$ cat config.mk
export PLATFORM = sky130hd
export DESIGN_NAME = keyed_watchdog_timer_core
export DESIGN_NICKNAME = d
export VERILOG_FILES = /design/src/kwdt_pkg.sv /design/src/kwdt_in_stage.sv /design/src/kwdt_core.sv /design/src/kwdt_out_stage.sv /design/src/keyed_watchdog_timer_core.sv
export SDC_FILE = /design/constraint.sdc
export NUM_CORES = 1
export LEC_CHECK = 0
export BUFFER_PORTS_ARGS = -buffer_cell sky130_fd_sc_hd__buf_2
export CAP_MARGIN = 20
export CORE_ASPECT_RATIO = 0.75
export CORE_MARGIN = 1
export CORE_UTILIZATION = 25
export CTS_CLUSTER_SIZE = 30
export DETAILED_ROUTE_END_ITERATION = 8
export PLACE_DENSITY = 0.5
export SETUP_SLACK_MARGIN = 0.1
export SYNTH_ARGS = -nofsm -noshare
export SYNTH_HDL_FRONTEND = slang
export SYNTH_SLANG_ARGS = --single-unit
$ cat constraint.sdc
create_clock -name i_clk -period 14.08 [get_ports i_clk]
set_input_delay 3.52 -clock i_clk [delete_from_list [all_inputs] [get_ports i_clk]]
set_output_delay 3.52 -clock i_clk [all_outputs]
set_load 0.005 [all_outputs]
$ cat src/kwdt_pkg.sv
package kwdt_pkg;

    // request kinds
    typedef enum logic [1:0] {
        KIND_TICK  = 2'd0,
        KIND_READ  = 2'd1,
        KIND_WRITE = 2'd2
    } t_kind;

    // register word indexes
    localparam logic [9:0] REG_CTRL = 10'd0;
    localparam logic [9:0] REG_LOAD = 10'd1;
    localparam logic [9:0] REG_VAL  = 10'd2;
    localparam logic [9:0] REG_SR   = 10'd3;
    localparam logic [9:0] REG_KEY  = 10'd4;

    // control bit positions
    localparam int CTRL_EN    = 0;
    localparam int CTRL_INTEN = 1;
    localparam int CTRL_RSTEN = 2;
    localparam int CTRL_LOCK  = 3;

    // key values and reset value
    localparam logic [31:0] FEED_KEY     = 32'h5a5a_5a5a;
    localparam logic [31:0] LOCK_KEY     = 32'h1acc_e551;
    localparam logic [31:0] RELOAD_RESET = 32'h0000_ffff;

    // one incoming request
    typedef struct packed {
        logic [1:0]  kind;
        logic [9:0]  word_index;
        logic [31:0] write_data;
    } t_req;

    // one result
    typedef struct packed {
        logic [31:0] read_data;
        logic        interrupt_line;
        logic        reset_request;
    } t_res;

endpackage

$ cat src/kwdt_in_stage.sv
module kwdt_in_stage
    import kwdt_pkg::*;
(
    input  logic i_clk,
    input  logic i_rst_n,
    input  logic i_valid,
    input  t_req i_req,
    input  logic i_fire,
    output logic o_stall,
    output logic o_valid,
    output t_req o_req
);

    logic r_valid;
    t_req r_req;
    logic w_take;

    // room when empty or when the held request moves on this cycle
    assign o_stall = r_valid & ~i_fire;
    assign w_take  = i_valid & ~o_stall;

    // valid flag
    always_ff @(posedge i_clk) begin
        if (!i_rst_n) begin
            r_valid <= 1'b0;
        end else if (w_take) begin
            r_valid <= 1'b1;
        end else if (i_fire) begin
            r_valid <= 1'b0;
        end
    end

    // request payload
    always_ff @(posedge i_clk) begin
        if (w_take) begin
            r_req <= i_req;
        end
    end

    assign o_valid = r_valid;
    assign o_req   = r_req;

endmodule

$ cat src/kwdt_core.sv
module kwdt_core
    import kwdt_pkg::*;
(
    input  logic i_clk,
    input  logic i_rst_n,
    input  logic i_fire,
    input  t_req i_req,
    output t_res o_res
);

    logic [3:0]  r_ctrl,   n_ctrl;
    logic [31:0] r_reload, n_reload;
    logic [31:0] r_count,  n_count;
    logic        r_flag,   n_flag;
    logic        r_irq,    n_irq;
    logic [31:0] w_dec;
    logic [31:0] w_val;
    logic        w_timeout;
    logic [31:0] w_rd;

    assign w_dec = r_count - 32'd1;
    assign w_val = (r_ctrl[CTRL_EN] && r_flag) ? 32'd0 : r_count;

    // next state and result for the request in the input register
    always_comb begin
        n_ctrl    = r_ctrl;
        n_reload  = r_reload;
        n_count   = r_count;
        n_flag    = r_flag;
        n_irq     = r_irq;
        w_timeout = 1'b0;
        w_rd      = 32'd0;
        unique case (i_req.kind)
            KIND_TICK: begin
                if (r_ctrl[CTRL_EN]) begin
                    if (r_count == 32'd0) begin
                        w_timeout = ~r_flag;
                    end else begin
                        n_count   = w_dec;
                        w_timeout = (w_dec == 32'd0);
                    end
                end
            end
            KIND_READ: begin
                unique case (i_req.word_index)
                    REG_CTRL: w_rd = {28'd0, r_ctrl};
                    REG_LOAD: w_rd = r_reload;
                    REG_VAL:  w_rd = w_val;
                    REG_SR:   w_rd = {31'd0, r_flag};
                    default:  w_rd = 32'd0;
                endcase
            end
            KIND_WRITE: begin
                unique case (i_req.word_index)
                    REG_CTRL: begin
                        if (!r_ctrl[CTRL_LOCK]) begin
                            n_ctrl = {1'b0, i_req.write_data[2:0]};
                            if (!r_ctrl[CTRL_EN] && i_req.write_data[CTRL_EN]) begin
                                n_count = r_reload;
                            end else if (r_ctrl[CTRL_EN] && !i_req.write_data[CTRL_EN]
                                         && r_flag) begin
                                n_count = 32'd0;
                            end
                        end
                    end
                    REG_LOAD: begin
                        if (!r_ctrl[CTRL_LOCK]) begin
                            n_reload = i_req.write_data;
                        end
                    end
                    REG_SR: begin
                        if (i_req.write_data[0]) begin
                            n_flag = 1'b0;
                            n_irq  = 1'b0;
                        end
                    end
                    REG_KEY: begin
                        if (i_req.write_data == FEED_KEY) begin
                            n_flag  = 1'b0;
                            n_irq   = 1'b0;
                            n_count = r_reload;
                        end else if (i_req.write_data == LOCK_KEY) begin
                            n_ctrl[CTRL_LOCK] = 1'b1;
                        end
                    end
                    default: begin
                    end
                endcase
            end
            default: begin
            end
        endcase
        // timeout effects
        if (w_timeout) begin
            n_flag = 1'b1;
            if (r_ctrl[CTRL_INTEN]) begin
                n_irq = 1'b1;
            end
        end
    end

    // watchdog state
    always_ff @(posedge i_clk) begin
        if (!i_rst_n) begin
            r_ctrl   <= 4'd0;
            r_reload <= RELOAD_RESET;
            r_count  <= RELOAD_RESET;
            r_flag   <= 1'b0;
            r_irq    <= 1'b0;
        end else if (i_fire) begin
            r_ctrl   <= n_ctrl;
            r_reload <= n_reload;
            r_count  <= n_count;
            r_flag   <= n_flag;
            r_irq    <= n_irq;
        end
    end

    // result of this request
    assign o_res.read_data      = w_rd;
    assign o_res.interrupt_line = n_irq;
    assign o_res.reset_request  = w_timeout & r_ctrl[CTRL_RSTEN];

`ifndef ASSERT_OFF
    a_rst_req_tick: assert property (@(posedge i_clk) disable iff (!i_rst_n)
        (i_fire && o_res.reset_request) |-> (i_req.kind == KIND_TICK))
        else $error("reset request from a non-tick request");

    a_lock_sticky: assert property (@(posedge i_clk) disable iff (!i_rst_n)
        r_ctrl[CTRL_LOCK] |=> r_ctrl[CTRL_LOCK])
        else $error("lock bit cleared without reset");

    a_irq_needs_flag: assert property (@(posedge i_clk) disable iff (!i_rst_n)
        r_irq |-> r_flag)
        else $error("interrupt high with timeout flag clear");

    a_irq_rise: assert property (@(posedge i_clk) disable iff (!i_rst_n)
        $rose(r_irq) |-> $past(i_fire && i_req.kind == KIND_TICK && r_ctrl[CTRL_INTEN]))
        else $error("interrupt raised without an enabled timeout tick");
`endif

endmodule

$ cat src/kwdt_out_stage.sv
module kwdt_out_stage
    import kwdt_pkg::*;
(
    input  logic i_clk,
    input  logic i_rst_n,
    input  logic i_valid,
    input  t_res i_res,
    input  logic i_stall,
    output logic o_fire,
    output logic o_valid,
    output t_res o_res
);

    logic r_valid;
    t_res r_res;

    // move a request in when the result register is empty or being taken
    assign o_fire = i_valid & (~r_valid | ~i_stall);

    // valid flag
    always_ff @(posedge i_clk) begin
        if (!i_rst_n) begin
            r_valid <= 1'b0;
        end else if (o_fire) begin
            r_valid <= 1'b1;
        end else if (!i_stall) begin
            r_valid <= 1'b0;
        end
    end

    // result payload
    always_ff @(posedge i_clk) begin
        if (o_fire) begin
            r_res <= i_res;
        end
    end

    assign o_valid = r_valid;
    assign o_res   = r_res;

endmodule

$ cat src/keyed_watchdog_timer_core.sv
// Keyed watchdog timer. Each request is a one-microsecond tick, a register
// read or a register write (CTRL, LOAD, VAL, SR, KEY) and yields exactly one
// result: read data, the interrupt level after the request, and a reset
// request pulse on the tick that times out with reset enable set. Requests
// pass through an input register, update the watchdog state on the way into
// a result register, and are accepted one per cycle while the result side
// does not stall; each result is held in the result register and shown on
// o_valid. The rate is set by the single state update per cycle between
// those two registers.
module keyed_watchdog_timer_core
    import kwdt_pkg::*;
(
    input  logic        i_clk,
    input  logic        i_rst_n,
    input  logic        i_valid,
    input  logic [1:0]  i_kind,
    input  logic [9:0]  i_word_index,
    input  logic [31:0] i_write_data,
    output logic        o_stall,
    output logic        o_valid,
    output logic [31:0] o_read_data,
    output logic        o_interrupt_line,
    output logic        o_reset_request,
    input  logic        i_stall
);

    t_req w_in_req;
    t_req w_req;
    logic w_req_valid;
    logic w_fire;
    t_res w_res;
    t_res w_out_res;

    assign w_in_req.kind       = i_kind;
    assign w_in_req.word_index = i_word_index;
    assign w_in_req.write_data = i_write_data;

    // input register
    kwdt_in_stage u_in (
        .i_clk   (i_clk),
        .i_rst_n (i_rst_n),
        .i_valid (i_valid),
        .i_req   (w_in_req),
        .i_fire  (w_fire),
        .o_stall (o_stall),
        .o_valid (w_req_valid),
        .o_req   (w_req)
    );

    // watchdog state and request decode
    kwdt_core u_core (
        .i_clk   (i_clk),
        .i_rst_n (i_rst_n),
        .i_fire  (w_fire),
        .i_req   (w_req),
        .o_res   (w_res)
    );

    // result register
    kwdt_out_stage u_out (
        .i_clk   (i_clk),
        .i_rst_n (i_rst_n),
        .i_valid (w_req_valid),
        .i_res   (w_res),
        .i_stall (i_stall),
        .o_fire  (w_fire),
        .o_valid (o_valid),
        .o_res   (w_out_res)
    );

    assign o_read_data      = w_out_res.read_data;
    assign o_interrupt_line = w_out_res.interrupt_line;
    assign o_reset_request  = w_out_res.reset_request;

endmodule

Yosys cells after proc, flatten, opt, wreduce, memory -nomap -nowiden --
Index checks and enable logic that the tools add are counted.
Cells by class: bitwise logic cells 11, add/subtract/negate cells 1, eq/ne operators 19, mux-type cells 32, reduce and logical (&&, ||, !) cells 20
Operator list (number):
- 32-bit 2-to-1 mux | 7
- 32-bit case mux with 2 select lines | 2
- 32-bit case mux with 4 select lines | 1
- 32-bit zero test | 2
- 32-bit by 29-bit == test with 1-bit output, second input constant | 1
- 32-bit by 31-bit == test with 1-bit output, second input constant | 1
- 32-bit by 1-bit subtractor with 32-bit output, second input constant | 1
- 10-bit by 2-bit == test with 1-bit output, second input constant | 2
- 1-bit 2-to-1 mux | 18
- 10-bit by 1-bit == test with 1-bit output, second input constant | 1
- 10-bit by 3-bit == test with 1-bit output, second input constant | 1
- 10-bit zero test | 1
- 5-bit AND reduction | 2
- 4-bit AND reduction | 2
- 8-bit AND reduction | 1
- 2-bit nonzero test | 4
- 2-bit by 1-bit != test with 1-bit output, second input constant | 3
- 3-bit by 1-bit != test with 1-bit output, second input constant | 2
- 3-bit by 2-bit != test with 1-bit output, second input constant | 2
- 1-bit inverter | 6
- 1-bit case mux with 2 select lines | 3
- 1-bit AND | 4
- 1-bit logical AND | 4
- 4-bit 2-to-1 mux | 1
- 9 further kinds | 11
Word-level totals: register bits 150, input port bits 48

Depth between registers and ports, before layout --
Gate-level depths: netlist (run 1).
depth in word-level cells 8, gate-level depth with buffers 13

Cells and area by module --
Synthesis (run 1) repeated with hierarchy kept, for this count alone.
Second synthesis, totals: cells, all modules 728, area total of the unflattened synthesis 7066.8 µm²
By module, submodules not included:
- kwdt_core | times used 1, cells an instance 642, area an instance 4638.2 µm²
- kwdt_in_stage | times used 1, cells an instance 48, area an instance 1368.8 µm²
- kwdt_out_stage | times used 1, cells an instance 38, area an instance 1059.8 µm²

Worst setup path after synthesis (run 1) --
OpenSTA, ideal clock, no wires.
kind in2reg, start point in i_stall, end point reg u_core.r_reload[19], data required time 14.008 ns, arrival time 7.793 ns, slack 6.215 ns, buffers on the path 2, cell stages on the path 8, setup time 0.072 ns, path through a21boi_0 nand2_1 nor2_1 and4b_1 clkbuf_1 clkbuf_1 nand2_1 a21oi_1
Between the ends: word-level cells in the longest chain between the ends 4
Ends and longest elaborated chain:
- start, declared | RTL line keyed_watchdog_timer_core.sv:24 | input logic i_stall
- 1-bit inverter | RTL line kwdt_out_stage.sv:18 | assign o_fire = i_valid & (~r_valid | ~i_stall);
- 1-bit bitwise OR | RTL line kwdt_out_stage.sv:18
- 1-bit AND | RTL line kwdt_out_stage.sv:18
- 4-bit AND reduction (no line)
- end signal, assigned | RTL line kwdt_core.sv:112 | r_reload <= n_reload;
- end, declared | RTL line kwdt_core.sv:12 | logic [31:0] r_reload, n_reload;
No other way between the ends. A chain may end at the register's enable or synchronous reset.

Worst setup path after layout (run 1) --
start point in i_stall, end point out o_stall
Between the ends: word-level cells in the longest chain between the ends 5
Ends and longest elaborated chain:
- 1-bit inverter | RTL line kwdt_out_stage.sv:18
- 1-bit bitwise OR | RTL line kwdt_out_stage.sv:18
- 1-bit AND | RTL line kwdt_out_stage.sv:18
- 1-bit inverter | RTL line kwdt_in_stage.sv:19 | assign o_stall = r_valid & ~i_fire;
- 1-bit AND | RTL line kwdt_in_stage.sv:19
- end, declared | RTL line keyed_watchdog_timer_core.sv:19 | output logic o_stall,
No other way between the ends.

==> results of run 1 <==
==> layer usage <==
metal	up-vias	global-route usage, %	routed length (um)
li1	2702	-	-
met1	2664	23.6	10600
met2	205	19.6	8010
met3	26	4.03	1540
met4	0	4.57	324
met5	-	0	0
==> critical path, stage by stage <==
cell	delay [ps]
buf_2	120
and3_1	240
buf_2	140
==> final timing paths <==
path                            cells past startpoint  slack [ps]              start        endpoint
worst min register to register                      2         450       u_core.r_irq    u_core.r_irq
worst max register to register                      9       10220  u_core.r_count[0]  u_out.o_res[1]
worst max-delay path                                3        6540            i_stall         o_stall
worst min-delay path                                2         450       u_core.r_irq    u_core.r_irq
==> cells in the mapped netlist (3+ instances only) <==
cell type / n / area [sq um]
nand2_1: 93 / 349
edfxtp_1: 78 / 2340
dfxtp_1: 72 / 1440
nor2_1: 72 / 270
a21oi_1: 52 / 260
clkbuf_1: 43 / 161
a22oi_1: 39 / 293
nand3_1: 26 / 130
o21ai_0: 22 / 110
nor3_1: 21 / 105
o211ai_1: 16 / 120
nor4_1: 14 / 87.6
inv_1: 9 / 33.8
or3_1: 8 / 50.1
nand4_1: 7 / 43.8
nand4b_1: 7 / 61.3
and4b_1: 6 / 60.1
o31ai_1: 6 / 45.0
or4_1: 6 / 45.0
xnor2_1: 6 / 52.6
a221oi_1: 5 / 43.8
buf_2: 5 / 25.0
buf_6: 4 / 45.0
nand3b_1: 4 / 30.0
nor4bb_1: 4 / 40.0
xor2_1: 4 / 35.0
and2_1: 3 / 18.8
buf_4: 3 / 22.5
nand2b_1: 3 / 18.8
nor3b_1: 3 / 22.5
nor4b_1: 3 / 26.3
o221ai_1: 3 / 26.3
o32ai_1: 3 / 26.3
or2_2: 3 / 18.8
==> cell usage in the layout, fill, tap and decap left out, drive strengths merged, types with 4 or more instances in the layout <==
cell type and n:
xnor2 6, nor4 15, o211ai 16, or3 8, dfxtp 72, nor2 72
nand3 26, or2 4, nor3 23, and4b 6, or4 6, nor4bb 4
clkbuf 22, buf 94, o31ai 6, a211oi 4, nand4 8, a22oi 39
clkinv 4, a21oi 52, xor2 4, nand4b 7, nand2 93, nand3b 4
a221oi 5, edfxtp 78, inv 14, o21ai 23
==> state kept, by name (all words and copies together), names as in the netlist <==
signal           count
u_core.r_irq         1
u_core.r_ctrl        4
u_core.r_count      32
u_core.r_reload     32
u_core.r_flag        1
u_out.o_res         34
u_in.o_valid         1
u_out.o_valid        1
u_in.o_req          44
==> power groups by stage <==
| stage | registers [W] | clock network, W | logic, W |
|---|---|---|---|
| after floorplan | 0.000486 | 0 | 0.0000145 |
| after global placement | 0.000488 | 0 | 0.0000327 |
| after detailed placement | 0.000488 | 0 | 0.0000326 |
| after CTS | 0.000479 | 0.000440 | 0.0000327 |
| after global routing | 0.000480 | 0.000460 | 0.0000354 |
| final | 0.000479 | 0.000429 | 0.0000323 |
==> through the flow <==
stage	util (%)	worst slack [ps]	hold WS (ps)
floorplan	-	6220	428
global placement	28.1	6540	443
detailed placement	28.1	6540	446
CTS	30.1	6540	455
global route	30.2	6510	485
finish	30.2	6540	454
==> cells by family (layout without fill, tap and decap cells) <==
family          count (synthesis)  count (layout)  share of synthesized area (%)
xor+xnor                       10              10                           1.28
buf+inv                        65             136                           4.26
simple gates                  295             295                           21.9
fa+ha+maj                       2               2                          0.365
mux                             1               1                          0.164
flops                         150             150                           55.3
compound gates                171             171                           16.8
==> area by class of cell <==
type | instances | area (sq um)
Fill cell | 2920 | 18800
Clock inverter | 10 | 68.8
Inverter | 10 | 37.5
Timing Repair Buffer | 94 | 505
Clock buffer | 22 | 485
Tap cell | 351 | 439
Multi-Input combinational cell | 479 | 2810
Sequential cell | 150 | 3780
==> impl_metrics.json, run 1 <==
{
  "cp.arrival_ps": 4020,
  "grt_max_degree": 46,
  "cap_violations": 0,
  "ys.warnings.count": 0,
  "cp_max_fo": 3,
  "wl_um": 20400,
  "root_buffer": "clkbuf_16",
  "route.detailed.drc": 3,
  "pwr-share-seq_pct": 50.9,
  "port_buffers": 83,
  "async_flop_share_pct": 0,
  "fin_crit_sh_pct": 53.6,
  "cts_resized": 0,
  "leakagePower_nw": 2.78,
  "finalSetupViolations": 0,
  "cts.sinks": 150,
  "synth_area_per_cell_sq_um": 9.87,
  "status": "finished with violations",
  "drive_gt1_share_pct": 18.8,
  "hpwlAfterDp_um": 14200,
  "via_count": 5597,
  "power.total_w": 0.000940,
  "path_clk_slew_ps": 60,
  "core_area_sq_um": 26900,
  "drt.antenna.violating_nets": 0,
  "tightest_slew_ps": 1010,
  "synth_ff_type": "edfxtp_1",
  "grt_pass1_vias": 5478,
  "slew_viol_final": 0,
  "crit_required_ps": 10560,
  "finalSetupTns_ps": 0,
  "relSlewSlack_pct": 32.1,
  "netlist_area_sq_um": 6850,
  "end_kind": "primary output",
  "switching_share_pct": 22.5,
  "die_h_um": 145,
  "violations": "design-rule violations",
  "power.internal_w": 0.000729,
  "clock_latency_ps": 430,
  "die_area_sq_um": 28100,
  "cts_tree": "done",
  "syn_inst": 694,
  "nNetsFinal": 802,
  "hold_buffers": 0,
  "cts_setup_buffers": 0,
  "rows": 52,
  "fp.dieW_um": 193,
  "dpl_cell_area_sq_um": 7560,
  "ys_seq_area_share_pct": 55.3,
  "hold_viol_final": 0,
  "synth_nets": 744,
  "clockBufferDepth": 2,
  "crit_path_start_kind": "input pin",
  "ys_ff_latch": 150,
  "area_growth_pct": 18.7,
  "grt_usage_pct": 15.1,
  "viasPerCell": 5.02,
  "firstDrtPassIters": 9,
  "drt_iter0_markers": 484,
  "routed_wire_length_per_instance_um": 18.3,
  "powerDensity_nw_per_um2": 116,
  "antennaDiodeCount": 0,
  "instances_no_fill": 1116,
  "place_inst": 1083,
  "pwr-share-comb_pct": 3.4,
  "ir_drop_v": 0.0000641,
  "worst_clock_skew_ps": 9.64,
  "crit_type": "input pin to primary output",
  "switchingPower_w": 0.000211,
  "numCtsBuffers": 17,
  "ioPinCount": 84,
  "synth-edff-count": 78,
  "grt_first_pass_wirelength_um": 32200,
  "finalInstanceArea_sq_um": 8130,
  "p_clk_share_pct": 45.6,
  "hp-class": "flip-flop to flip-flop",
  "start_util_pct": 25.4,
  "antenna_found_initial": 0,
  "grt-ovfl-total": 0,
  "routabilityCongestion": 0.849,
  "timing.fmax_mhz": 133,
  "synth.distinct_cells": 68,
  "rsz0062_at_grt": "no",
  "cts_max_level": 4,
  "fin_crit_ps": 7540
}
Power figures use the tool's default switching activity.
==> run 2, diff against run 1 <==
ABC_AREA = 1   (was not set)
clock period = 7.6 ns   (was 14.08 ns; I/O delays follow)
==> impl_metrics.json, run 2 <==
{
  "yosysTopAreaCell": "edfxtp_1",
  "ys_ff_latch": 150,
  "status": "finished clean",
  "ys.warnings.count": 0,
  "grt_max_degree": 54,
  "routed_wire_length_per_instance_um": 15.8,
  "largest_reg_flops": 44,
  "cts_setup_buffers": 0,
  "nNetsFinal": 1032,
  "timing.fmax_mhz": 239,
  "leakagePower_nw": 3.59,
  "yosys.area_share.simple_pct": 24.5,
  "grt_pass1_vias": 5804,
  "pwr-share-seq_pct": 47.5,
  "cts.sinks": 150,
  "synth_top_area_share_pct": 31.8,
  "synth_area_leaders": "edfxtp_1, dfxtp_1, nand2_1",
  "synth.distinct_cells": 35,
  "crit_path_start_kind": "input pin",
  "yosysMostFrequentCell": "nand2_1",
  "synth_ff_type": "edfxtp_1",
  "grt_usage_pct": 14.8,
  "hpwlAfterDp_um": 15900,
  "area_growth_pct": 18.9,
  "switchingPower_w": 0.000475,
  "drive_gt1_share_pct": 16.6,
  "clockBufferDepth": 2,
  "hold_ws_ps": 468,
  "route.detailed.drc": 0,
  "synth-edff-count": 78,
  "viasPerCell": 4.53,
  "hold_buffers": 0,
  "hp-class": "flip-flop to flip-flop",
  "slew_viol_final": 0,
  "worst_clock_skew_ps": 9.74,
  "path_clk_slew_ps": 70,
  "fp.dieW_um": 200,
  "grt-ovfl-total": 0,
  "final_cell_mix": "nand2_1, inv_1, nor2_1",
  "firstDrtPassIters": 5,
  "wl_um": 21900,
  "fin_crit_sh_pct": 55.1,
  "cts_max_level": 4,
  "ioPinCount": 84,
  "crit_required_ps": 5700,
  "synth_nets": 959,
  "drt_iter0_markers": 490,
  "pwr-share-comb_pct": 5.6,
  "core_area_sq_um": 29000,
  "synth_compound_area_share_pct": 15.1,
  "die_h_um": 151,
  "cts_tree": "done",
  "finalSetupTns_ps": 0,
  "netlist_area_sq_um": 7360,
  "powerDensity_nw_per_um2": 216,
  "cap_violations": 0,
  "tightest_slew_ps": 793,
  "ir_drop_v": 0.000121,
  "cts_resized": 0,
  "async_flop_share_pct": 0,
  "grt_first_pass_wirelength_um": 33900,
  "synth_area_per_cell_sq_um": 8.10,
  "power.internal_w": 0.00141,
  "die_area_sq_um": 30100,
  "hold_viol_final": 0,
  "fin_crit_ps": 4190,
  "crit_type": "input pin to primary output",
  "switching_share_pct": 25.1,
  "synth_fa_ha_area_share_pct": 0.340,
  "routabilityCongestion": 0.914,
  "synth_xor_area_share_pct": 0.357,
  "relSlewSlack_pct": 47.1,
  "end_kind": "primary output",
  "antennaDiodeCount": 0,
  "synth_top_family_by_area": "simple AND/OR/NAND/NOR gates",
  "syn_inst": 909,
  "numCtsBuffers": 17,
  "rsz0062_at_grt": "no",
  "antenna_found_initial": 1,
  "layout_commonest_cell": "nand2_1",
  "clock_latency_ps": 430,
  "start_util_pct": 25.4,
  "muxShareOfSynthArea_pct": 0,
  "synthTopCellsByCount": "nand2_1, inv_1, nor2_1",
  "via_count": 6281,
  "root_buffer": "clkbuf_16",
  "cp.arrival_ps": 2290,
  "cp_max_fo": 3,
  "port_buffers": 83,
  "rows": 54,
  "ys_seq_area_share_pct": 51.4,
  "finalSetupViolations": 0,
  "drt.antenna.violating_nets": 0,
  "p_clk_share_pct": 46.9
}
run 2: path summary, 6_finish.rpt:
kind / start / to / slack (ps) / cells after the start
min reg2reg: u_core.r_reload[2] / u_core.r_reload[2] / 470 / 2
min: u_core.r_reload[2] / u_core.r_reload[2] / 470 / 2
max reg2reg: u_in.o_req[37] / u_core.r_reload[19] / 4700 / 9
max: i_stall / o_stall / 3410 / 4
run 2: through the flow:
step,worst slack (ps),utilization [%],std cells,power (W),cell area [sq um]
2_1_floorplan,3600,-,909,0.000976,7360
3_3_place_gp,3410,28.1,1355,0.00102,8150
3_5_place_dp,3400,28.1,1355,0.00102,8150
4_1_cts,3400,30.2,1387,0.00191,8750
5_1_grt,3350,30.2,1387,0.00196,8750
6_report,3410,30.2,1387,0.00189,8750
run 2: cells by family (layout without fill, tap and decap cells):
family,after synthesis,in the layout
AND/OR/NAND/NOR,412,412
AO/OA/AOI/OAI,191,191
buffers and inverters,151,237
flip-flops,150,150
adder cells (fa/ha/maj),2,2
XOR/XNOR,3,3
run 2: power groups by stage:
stage	clock network (W)	logic, W	registers, W
after floorplan	0	0.0000663	0.000910
final	0.000885	0.000106	0.000898
after global routing	0.000938	0.000120	0.000901
after detailed placement	0	0.000106	0.000916
after CTS	0.000902	0.000107	0.000898
after global placement	0	0.000105	0.000916
run 2: worst max-delay path: stages:
cell and delay [ps]:
buf_2 70, nand2_1 70, nor2_1 120, buf_2 130
run 2: layout make-up:
class / instances / area, sq um
fill: 3135 / 20200
sequential: 150 / 3780
multi-input combinational: 608 / 2970
tap: 392 / 490
timing repair buffer: 90 / 468
inverter: 115 / 432
clock buffer: 17 / 425
clock inverter: 15 / 183
run 2: per-layer routing:
layer | wire, um | GRT usage (%) | up-vias
met3 | 1310 | 2.51 | 21
met1 | 11800 | 23.1 | 2855
met4 | 244 | 4.23 | 0
met5 | 0 | 0 | -
li1 | - | - | 3195
met2 | 8560 | 20.4 | 210
